### config.mk
export PLATFORM = sky130hd
export DESIGN_NAME = uart_baud_divisor_search_flat
export DESIGN_NICKNAME = d
export VERILOG_FILES = /design/src/rtl/ubds_pkg.sv /design/src/rtl/ubds_in_if.sv /design/src/rtl/ubds_out_if.sv /design/src/rtl/uart_baud_divisor_search.sv /design/src/rtl/ubds_div.sv /design/src/flat_wrapper.sv
export VERILOG_INCLUDE_DIRS = /design/src /design/src/rtl
export SDC_FILE = /design/constraint.sdc
export NUM_CORES = 1
export LEC_CHECK = 0
export ABC_AREA = 1
export BUFFER_PORTS_ARGS = -buffer_cell sky130_fd_sc_hd__buf_2
export CAP_MARGIN = 25
export CORE_UTILIZATION = 49
export CTS_CLUSTER_DIAMETER = 200
export DETAILED_ROUTE_END_ITERATION = 16
export GPL_TIMING_DRIVEN = 0
export HOLD_SLACK_MARGIN = 0.03
export PLACE_DENSITY_LB_ADDON = 0.08
export SLEW_MARGIN = 20
export SYNTH_ARGS = -nofsm -noshare
export SYNTH_HDL_FRONTEND = slang
export SYNTH_SLANG_ARGS = --single-unit
### constraint.sdc
create_clock -name clk -period 9.3 [get_ports clk]
set_input_delay 1.86 -clock clk [delete_from_list [all_inputs] [get_ports clk]]
set_output_delay 1.86 -clock clk [all_outputs]
set_load 0.005 [all_outputs]
### src/rtl/uart_baud_divisor_search_defines.svh
// Assertion macros shared by the baud divisor search RTL.
// Expects clk and rst (synchronous, active high) in the including module.
`ifndef UART_BAUD_DIVISOR_SEARCH_DEFINES_SVH
`define UART_BAUD_DIVISOR_SEARCH_DEFINES_SVH

// same-cycle implication
`define UBDS_ASSERT_NOW(lbl, ante, cons, msg) \
  lbl: assert property (@(posedge clk) disable iff (rst) (ante) |-> (cons)) else $error(msg);

// next-cycle implication
`define UBDS_ASSERT_NEXT(lbl, ante, cons, msg) \
  lbl: assert property (@(posedge clk) disable iff (rst) (ante) |=> (cons)) else $error(msg);

`endif

### src/rtl/ubds_pkg.sv
// Package for the UART baud divisor search: field widths, constants and
// the request/response structs of the serial divider. No dependencies.
package ubds_pkg;

  localparam int ClkW    = 32;
  localparam int BaudW   = 24;
  localparam int OsrW    = 6;
  localparam int OsrOutW = 5;
  localparam int DivOutW = 13;
  localparam int DivW    = 32;

  localparam logic [ClkW-1:0]    ClkReset      = 32'd24000000;
  localparam logic [DivOutW-1:0] DivMask       = 13'h1fff;
  localparam logic [OsrOutW-1:0] BothEdgeLimit = 5'd6;

  typedef struct packed {
    logic            start;
    logic [DivW-1:0] dividend;
    logic [DivW-1:0] divisor;
  } div_req_t;

  typedef struct packed {
    logic            busy;
    logic            done;
    logic [DivW-1:0] quotient;
  } div_rsp_t;

endpackage

### src/rtl/ubds_in_if.sv
// Input channel: one requested baud rate per beat.
// Depends on ubds_pkg.
interface ubds_in_if;
  logic                       valid;
  logic                       ready;
  logic [ubds_pkg::BaudW-1:0] requested_baud;

  modport source (output valid, output requested_baud, input ready);
  modport sink (input valid, input requested_baud, output ready);
endinterface

### src/rtl/ubds_out_if.sv
// Output channel: chosen oversampling ratio, edge mode and divisor per beat.
// Depends on ubds_pkg.
interface ubds_out_if;
  logic                         valid;
  logic                         ready;
  logic [ubds_pkg::OsrOutW-1:0] osr_minus_one;
  logic                         both_edge;
  logic [ubds_pkg::DivOutW-1:0] divisor;

  modport source (output valid, output osr_minus_one, output both_edge, output divisor,
                  input ready);
  modport sink (input valid, input osr_minus_one, input both_edge, input divisor,
                output ready);
endinterface

### src/rtl/uart_baud_divisor_search.sv
// UART baud divisor search: per ratio three 32-bit divisions on one shared
// bit-serial divider plus two compare states (S_ADJ, S_PICK).
// A baud of 0 skips the search. One item in flight; the next is accepted in idle.
// Reset (rst, synchronous) clears control and sets clock_hz to 24000000.
`include "uart_baud_divisor_search_defines.svh"

module uart_baud_divisor_search #(
  parameter int OSR_MIN = 4,
  parameter int OSR_MAX = 32
) (
  input  logic                      clk,
  input  logic                      rst,
  input  logic                      cfg_wr_en,
  input  logic [ubds_pkg::ClkW-1:0] cfg_wr_data,
  ubds_in_if.sink                   req,
  ubds_out_if.source                rsp
);

  localparam int OsrW = ubds_pkg::OsrW;
  localparam int OutW = ubds_pkg::OsrOutW;
  localparam int DW   = ubds_pkg::DivOutW;
  localparam int CW   = ubds_pkg::ClkW;
  localparam int BW   = ubds_pkg::BaudW;
  localparam bit RangeEmpty = (OSR_MIN > OSR_MAX);

  localparam logic [3:0] S_IDLE      = 4'd0;
  localparam logic [3:0] S_DIV1_GO   = 4'd1;
  localparam logic [3:0] S_DIV1_WAIT = 4'd2;
  localparam logic [3:0] S_DIV2_GO   = 4'd3;
  localparam logic [3:0] S_DIV2_WAIT = 4'd4;
  localparam logic [3:0] S_DIV3_GO   = 4'd5;
  localparam logic [3:0] S_DIV3_WAIT = 4'd6;
  localparam logic [3:0] S_ADJ       = 4'd7;
  localparam logic [3:0] S_PICK      = 4'd8;
  localparam logic [3:0] S_FINISH    = 4'd9;

  logic [3:0]      state;
  logic [CW-1:0]   clock_hz;
  logic [BW-1:0]   baud;
  logic [OsrW-1:0] osr;
  logic [DW-1:0]   cand_div;
  logic [CW-1:0]   cand_err;
  logic [CW-1:0]   alt_err;
  logic [CW-1:0]   best_err;
  logic [OutW-1:0] best_osr;
  logic [DW-1:0]   best_div;
  logic            out_valid;
  logic [OutW-1:0] out_osr;
  logic            out_both;
  logic [DW-1:0]   out_div;

  logic [29:0]     prod1;
  logic [18:0]     prod2;
  logic [DW:0]     div_inc;
  logic [19:0]     prod3;
  logic [CW-1:0]   baud_w;
  logic [DW-1:0]   q_div;
  logic            out_free;

  ubds_pkg::div_req_t div_req;
  ubds_pkg::div_rsp_t div_rsp;

  ubds_div u_div (
    .clk (clk),
    .rst (rst),
    .req (div_req),
    .rsp (div_rsp)
  );

  assign baud_w  = CW'(baud);
  assign prod1   = 30'(baud) * 30'(osr);
  assign prod2   = 19'(osr) * 19'(cand_div);
  assign div_inc = (DW + 1)'(cand_div) + (DW + 1)'(1);
  assign prod3   = 20'(osr) * 20'(div_inc);
  assign q_div   = div_rsp.quotient[DW-1:0];
  assign out_free = !out_valid || rsp.ready;

  always_comb begin
    div_req.dividend = clock_hz;
    div_req.divisor  = '0;
    div_req.start    = 1'b0;
    unique case (state)
      S_DIV1_GO: begin
        div_req.start   = 1'b1;
        div_req.divisor = CW'(prod1);
      end
      S_DIV2_GO: begin
        div_req.start   = 1'b1;
        div_req.divisor = CW'(prod2);
      end
      S_DIV3_GO: begin
        div_req.start   = 1'b1;
        div_req.divisor = CW'(prod3);
      end
      default: begin
        div_req.start = 1'b0;
      end
    endcase
  end

  always_ff @(posedge clk) begin
    if (rst) begin
      clock_hz <= ubds_pkg::ClkReset;
    end else if (cfg_wr_en) begin
      clock_hz <= cfg_wr_data;
    end
  end

  always_ff @(posedge clk) begin
    if (rst) begin
      state     <= S_IDLE;
      out_valid <= 1'b0;
    end else begin
      if (state == S_FINISH && out_free) begin
        out_valid <= 1'b1;
      end else if (rsp.ready) begin
        out_valid <= 1'b0;
      end
      unique case (state)
        S_IDLE: begin
          if (req.valid) begin
            state <= (req.requested_baud == '0 || RangeEmpty) ? S_FINISH : S_DIV1_GO;
          end
        end
        S_DIV1_GO:   state <= S_DIV1_WAIT;
        S_DIV1_WAIT: if (div_rsp.done) state <= S_DIV2_GO;
        S_DIV2_GO:   state <= S_DIV2_WAIT;
        S_DIV2_WAIT: if (div_rsp.done) state <= S_DIV3_GO;
        S_DIV3_GO:   state <= S_DIV3_WAIT;
        S_DIV3_WAIT: if (div_rsp.done) state <= S_ADJ;
        S_ADJ:       state <= S_PICK;
        S_PICK:      state <= (osr == OsrW'(OSR_MAX)) ? S_FINISH : S_DIV1_GO;
        S_FINISH: begin
          if (out_free) begin
            state <= S_IDLE;
          end
        end
        default: state <= S_IDLE;
      endcase
    end
  end

  always_ff @(posedge clk) begin
    unique case (state)
      S_IDLE: begin
        if (req.valid) begin
          baud     <= req.requested_baud;
          best_err <= CW'(req.requested_baud);
          best_osr <= '0;
          best_div <= '0;
          osr      <= OsrW'(OSR_MIN);
        end
      end
      S_DIV1_WAIT: begin
        if (div_rsp.done) cand_div <= (q_div == '0) ? DW'(1) : q_div;
      end
      S_DIV2_WAIT: begin
        if (div_rsp.done) cand_err <= div_rsp.quotient - baud_w;
      end
      S_DIV3_WAIT: begin
        if (div_rsp.done) alt_err <= baud_w - div_rsp.quotient;
      end
      S_ADJ: begin
        if (cand_err > alt_err) begin
          cand_err <= alt_err;
          if (cand_div != ubds_pkg::DivMask) cand_div <= div_inc[DW-1:0];
        end
      end
      S_PICK: begin
        if (cand_err <= best_err) begin
          best_err <= cand_err;
          best_osr <= OutW'(osr - OsrW'(1));
          best_div <= cand_div;
        end
        osr <= osr + OsrW'(1);
      end
      S_FINISH: begin
        if (out_free) begin
          out_osr  <= best_osr;
          out_both <= (baud != '0) && (best_osr <= ubds_pkg::BothEdgeLimit);
          out_div  <= best_div;
        end
      end
      default: begin
      end
    endcase
  end

  assign req.ready         = (state == S_IDLE);
  assign rsp.valid         = out_valid;
  assign rsp.osr_minus_one = out_osr;
  assign rsp.both_edge     = out_both;
  assign rsp.divisor       = out_div;

  `UBDS_ASSERT_NOW(a_start_free, div_req.start, !div_rsp.busy, "divider started while busy")
  `UBDS_ASSERT_NOW(a_osr_range, state == S_PICK,
                   osr >= OsrW'(OSR_MIN) && osr <= OsrW'(OSR_MAX), "ratio out of range")
  `UBDS_ASSERT_NOW(a_div_nonzero, state == S_PICK, cand_div != '0, "candidate divisor is zero")
  `UBDS_ASSERT_NEXT(a_finish_loads, state == S_FINISH && out_free,
                    out_valid && state == S_IDLE, "result not loaded")

endmodule

### src/rtl/ubds_div.sv
// Bit-serial restoring divider, one quotient bit per cycle.
// Depends on ubds_pkg and uart_baud_divisor_search_defines.svh.
`include "uart_baud_divisor_search_defines.svh"

module ubds_div (
  input  logic               clk,
  input  logic               rst,
  input  ubds_pkg::div_req_t req,
  output ubds_pkg::div_rsp_t rsp
);

  localparam int W    = ubds_pkg::DivW;
  localparam int CntW = $clog2(W);

  logic            busy;
  logic            done;
  logic [CntW-1:0] cnt;
  logic [W-1:0]    rem;
  logic [W-1:0]    quo;
  logic [W-1:0]    dvsr;

  logic [W+1:0]    diff;
  logic            fits;

  assign diff = {1'b0, rem, quo[W-1]} - {2'b00, dvsr};
  assign fits = !diff[W+1];

  always_ff @(posedge clk) begin
    if (rst) begin
      busy <= 1'b0;
      done <= 1'b0;
      cnt  <= '0;
    end else begin
      done <= 1'b0;
      if (busy) begin
        if (cnt == CntW'(W - 1)) begin
          busy <= 1'b0;
          done <= 1'b1;
        end else begin
          cnt <= cnt + CntW'(1);
        end
      end else if (req.start) begin
        busy <= 1'b1;
        cnt  <= '0;
      end
    end
  end

  always_ff @(posedge clk) begin
    if (busy) begin
      rem <= fits ? diff[W-1:0] : {rem[W-2:0], quo[W-1]};
      quo <= {quo[W-2:0], fits};
    end else if (req.start) begin
      rem  <= '0;
      quo  <= req.dividend;
      dvsr <= req.divisor;
    end
  end

  assign rsp.busy     = busy;
  assign rsp.done     = done;
  assign rsp.quotient = quo;

  `UBDS_ASSERT_NEXT(a_start_busy, req.start && !busy, busy, "divider did not start")
  `UBDS_ASSERT_NEXT(a_done_pulse, done, !done, "done held longer than one cycle")
  `UBDS_ASSERT_NOW(a_done_idle, done, !busy, "done while still busy")

endmodule

### src/flat_wrapper.sv
// flat-port wrapper written by rule: the top's interface ports become plain ports
module uart_baud_divisor_search_flat 
#(
  parameter int OSR_MIN = 4,
  parameter int OSR_MAX = 32
)
  (clk, rst, cfg_wr_en, cfg_wr_data, req_valid, req_requested_baud, req_ready, rsp_valid, rsp_osr_minus_one, rsp_both_edge, rsp_divisor, rsp_ready);
  ubds_in_if req_i ();
  ubds_out_if rsp_i ();
  input  logic clk;
  input  logic rst;
  input  logic cfg_wr_en;
  input  logic [ubds_pkg::ClkW-1:0] cfg_wr_data;
  input wire logic [$bits(req_i.valid)-1:0] req_valid;
  input wire logic [$bits(req_i.requested_baud)-1:0] req_requested_baud;
  output wire logic [$bits(req_i.ready)-1:0] req_ready;
  output wire logic [$bits(rsp_i.valid)-1:0] rsp_valid;
  output wire logic [$bits(rsp_i.osr_minus_one)-1:0] rsp_osr_minus_one;
  output wire logic [$bits(rsp_i.both_edge)-1:0] rsp_both_edge;
  output wire logic [$bits(rsp_i.divisor)-1:0] rsp_divisor;
  input wire logic [$bits(rsp_i.ready)-1:0] rsp_ready;
  assign req_i.valid = req_valid;
  assign req_i.requested_baud = req_requested_baud;
  assign req_ready = req_i.ready;
  assign rsp_valid = rsp_i.valid;
  assign rsp_osr_minus_one = rsp_i.osr_minus_one;
  assign rsp_both_edge = rsp_i.both_edge;
  assign rsp_divisor = rsp_i.divisor;
  assign rsp_i.ready = rsp_ready;
  uart_baud_divisor_search #(.OSR_MIN(OSR_MIN), .OSR_MAX(OSR_MAX)) u_core (.clk(clk), .rst(rst), .cfg_wr_en(cfg_wr_en), .cfg_wr_data(cfg_wr_data), .req(req_i), .rsp(rsp_i));
endmodule
==> metrics.json <==
{
  "status": "complete, no violations",
  "synthesis.area_um2": 29610,
  "numPortBuffers": 80,
  "maxCapViolations": 0,
  "synth_edf_count": 270,
  "ant_nets": 0,
  "area_share_of_the_largest_cell_type_after_synthesis_pct": 27.38,
  "worstSetupStartpointType": "register",
  "final_layout_size_suffix_gt1_share_pct": 6.701,
  "syn_nets": 4458,
  "gate_count_of_the_mapped_netlist": 3969,
  "post-synth-top-count-cell": "nand2_1",
  "io_pins": 82,
  "drt-wirelength-per-cell_um": 18.26,
  "postCtsHoldBufs": 0,
  "antenna_found_initial": 0,
  "clockBufferDepth": 3,
  "dp_slack_ns": 3.881,
  "floorplan.rows": 89,
  "grt_start_max_net_pins": 35,
  "final_nets": 4593,
  "detailedPlacementHpwl_mm": 73.67,
  "detailroute.via_count": 25968,
  "synth.top_cells.by_count": "nand2_1, inv_1, nor2_1",
  "cts_root_buf": "clkbuf_16",
  "fp.dieArea_um2": 61410,
  "async_flop_share_pct": 0,
  "cts-resized-gates": 0,
  "synth.ff_latch_count": 314,
  "htree_levels": 2,
  "finalWeightedCongestion": 0.9800,
  "synth_top_cells_by_area": "edfxtp_1, nand2_1, fa_1, ha_1, inv_1",
  "global_route_wire_length_before_repair_mm": 140.5,
  "largest_area_contributor_in_the_synthesized_netlist": "edfxtp_1",
  "timing.critical_path.required_ns": 9.56,
  "post_cts.repair.setup_buffers": 0,
  "min-delay-path-class": "reg2reg",
  "floorplan.initialDensity_pct": 49.89,
  "clock-sinks": 314,
  "rsz0062_at_grt": "false",
  "gr-total-overflow": 0,
  "remaining_drc_errors": 0,
  "drtPass1Iterations": 5,
  "insertedDiodeCount": 0,
  "setup-tns-final_ns": 0,
  "skew_ns": 0.03074,
  "cts-buffers-inserted": 39,
  "avgSynthCellArea_um2": 7.460,
  "max_freq_mhz": 181.0,
  "layout.filler_cells": 5816,
  "viasPerCell": 5.292,
  "final_min_period_over_clock_period_pct": 59.41,
  "die_height_um": 247.8,
  "chipWidth_um": 247.8,
  "hold_violations": 0,
  "cp-end-kind": "register",
  "syn2layout_area_growth_pct": 9.842,
  "worst_skew_pair.late_latency_ns": 0.58,
  "dr.first_iter.drc_count": 2207,
  "synth.lib_cells_used.distinct": 52,
  "core_area_um2": 59350,
  "final.min_clock_period_ns": 5.525,
  "synth.yosys.warnings": 0,
  "grt_pass1_vias": 24607,
  "tritoncts": "done",
  "cp_max_fo": 9,
  "finalWirelength_mm": 89.61,
  "ys.flop_type": "edfxtp_1",
  "max_slew_margin_pct": 29.40,
  "setup_viol": 0,
  "gr-usage-all-layers_pct": 29.99,
  "critPathArrivalTime_ns": 5.78,
  "maxSlewViolCount": 0,
  "post-route-worst-setup-slack_ns": 3.775,
  "synth.yosys.seq_area_share_pct": 30.36,
  "worstMarginPinSlew_ns": 1.049,
  "path_clk_slew_ns": 0.06,
  "critical_path_class": "reg2reg"
}
[final cells by class]
| type | count | area [um^2] | area share, % |
|---|---|---|---|
| Sequential cell | 314 | 8989 | 27.64 |
| Tap cell | 773 | 967.2 | 2.974 |
| Timing Repair Buffer | 94 | 575.6 | 1.770 |
| Buffer | 119 | 520.5 | 1.600 |
| Clock inverter | 20 | 209.0 | 0.6425 |
| Inverter | 754 | 2833 | 8.710 |
| Multi-Input combinational cell | 2782 | 17330 | 53.28 |
| Clock buffer | 51 | 1102 | 3.389 |
[worst max-delay path: stages, from the launching register on]
cell	delay, ns
edfxtp_1	0.32
clkbuf_1	0.51
nand2_1	0.15
nor2_1	0.12
nand2_1	0.07
xor2_1	0.62
nor2_1	0.14
fa_1	0.50
fa_1	0.49
inv_1	0.05
fa_1	0.53
inv_1	0.06
ha_1	0.39
a21oi_1	0.22
a21boi_0	0.25
o21ai_0	0.19
o21ai_0	0.36
nand3_1	0.23
[through the flow]
stage | utilization [%] | instance area (um^2) | instances | hold slack [ns]
6_report | 54.79 | 32520 | 4907 | 0.4185
5_1_grt | 54.79 | 32520 | 4907 | 0.4270
4_1_cts | 54.79 | 32520 | 4907 | 0.4189
3_5_place_dp | 52.59 | 31210 | 4836 | 0.4045
3_3_place_gp | 52.19 | 30980 | 4822 | 0.4042
2_1_floorplan | - | 29610 | 3969 | 0.4003
[sequential cells by signal, summed over array words and instances (netlist names)]
| register | count |
|---|---|
| u_core.alt_err | 32 |
| u_core.baud | 24 |
| u_core.best_div | 13 |
| u_core.best_err | 32 |
| u_core.best_osr | 5 |
| u_core.cand_div | 13 |
| u_core.cand_err | 32 |
| u_core.clock_hz | 32 |
| u_core.osr | 6 |
| u_core.rsp.both_edge | 1 |
| u_core.rsp.divisor | 13 |
| u_core.rsp.osr_minus_one | 5 |
| u_core.rsp.valid | 1 |
| u_core.state | 4 |
| u_core.u_div.busy | 1 |
| u_core.u_div.cnt | 5 |
| u_core.u_div.done | 1 |
| u_core.u_div.dvsr | 30 |
| u_core.u_div.quo | 32 |
| u_core.u_div.rem | 32 |
[cell families (layout without fill, tap and decap cells)]
group	count (synthesis)	after routing	share of synthesized area, %
adder cells (fa/ha/maj)	428	428	22.80
buffers and inverters	873	1038	11.33
flip-flops	314	314	30.36
AO/OA/AOI/OAI	483	483	8.714
AND/OR/NAND/NOR	1816	1816	25.17
XOR/XNOR	55	55	1.627
[worst paths after layout]
check | start | to | depth (start not counted) | slack (ns)
worst max register to register | u_core.cand_div[8]$_DFFE_PP_ | u_core.u_div.dvsr[12]$_DFFE_PP_ | 17 | 3.78
worst max-delay path | u_core.cand_div[8]$_DFFE_PP_ | u_core.u_div.dvsr[12]$_DFFE_PP_ | 17 | 3.78
worst min register to register | u_core.best_div[7]$_SDFFCE_PN0P_ | u_core.rsp.divisor[7]$_DFFE_PP_ | 0 | 0.42
worst min-delay path | u_core.best_div[7]$_SDFFCE_PN0P_ | u_core.rsp.divisor[7]$_DFFE_PP_ | 0 | 0.42
[cell usage in the layout, fill, tap and decap left out, types with 4 or more instances in the layout]
cell type  netlist  routed
a21o_1          11      11
a31oi_1          6       6
nor4_1          20      17
nor2_1         393     392
buf_4            2       5
dfxtp_1         44      44
xor2_1          45      45
nand4_1         33      33
a21oi_1        214     211
inv_1          731     730
clkinv_2         0       7
nor3_1          36      36
o21ai_0        175     175
xnor2_1         10      10
o21ai_1         36      36
ha_1           242     242
nand3b_1         9       9
fa_1           186     186
clkbuf_8         0       6
nand3_1        202     202
nor2_2          11      11
or2_2           18      18
buf_1            8       8
inv_2           22      23
o21bai_1        14      14
clkbuf_2         4       4
nand2_2         12      12
nand2_1       1069    1068
o21a_1           6       6
edfxtp_1       270     270
clkbuf_16        0      40
buf_6            5       5
buf_2           19     105
clkbuf_1        81      86
[per-layer routing]
metal,GRT usage [%],wire (um),up-vias
li1,-,-,12785
met1,43.33,42110,12332
met2,47.38,39750,724
met3,3.482,5419,127
met4,8.066,2326,0
met5,0,0,-
Power is left out: the tool's default activity adds up to more than one toggle a clock period on the data nets, which glitch-free logic cannot reach.
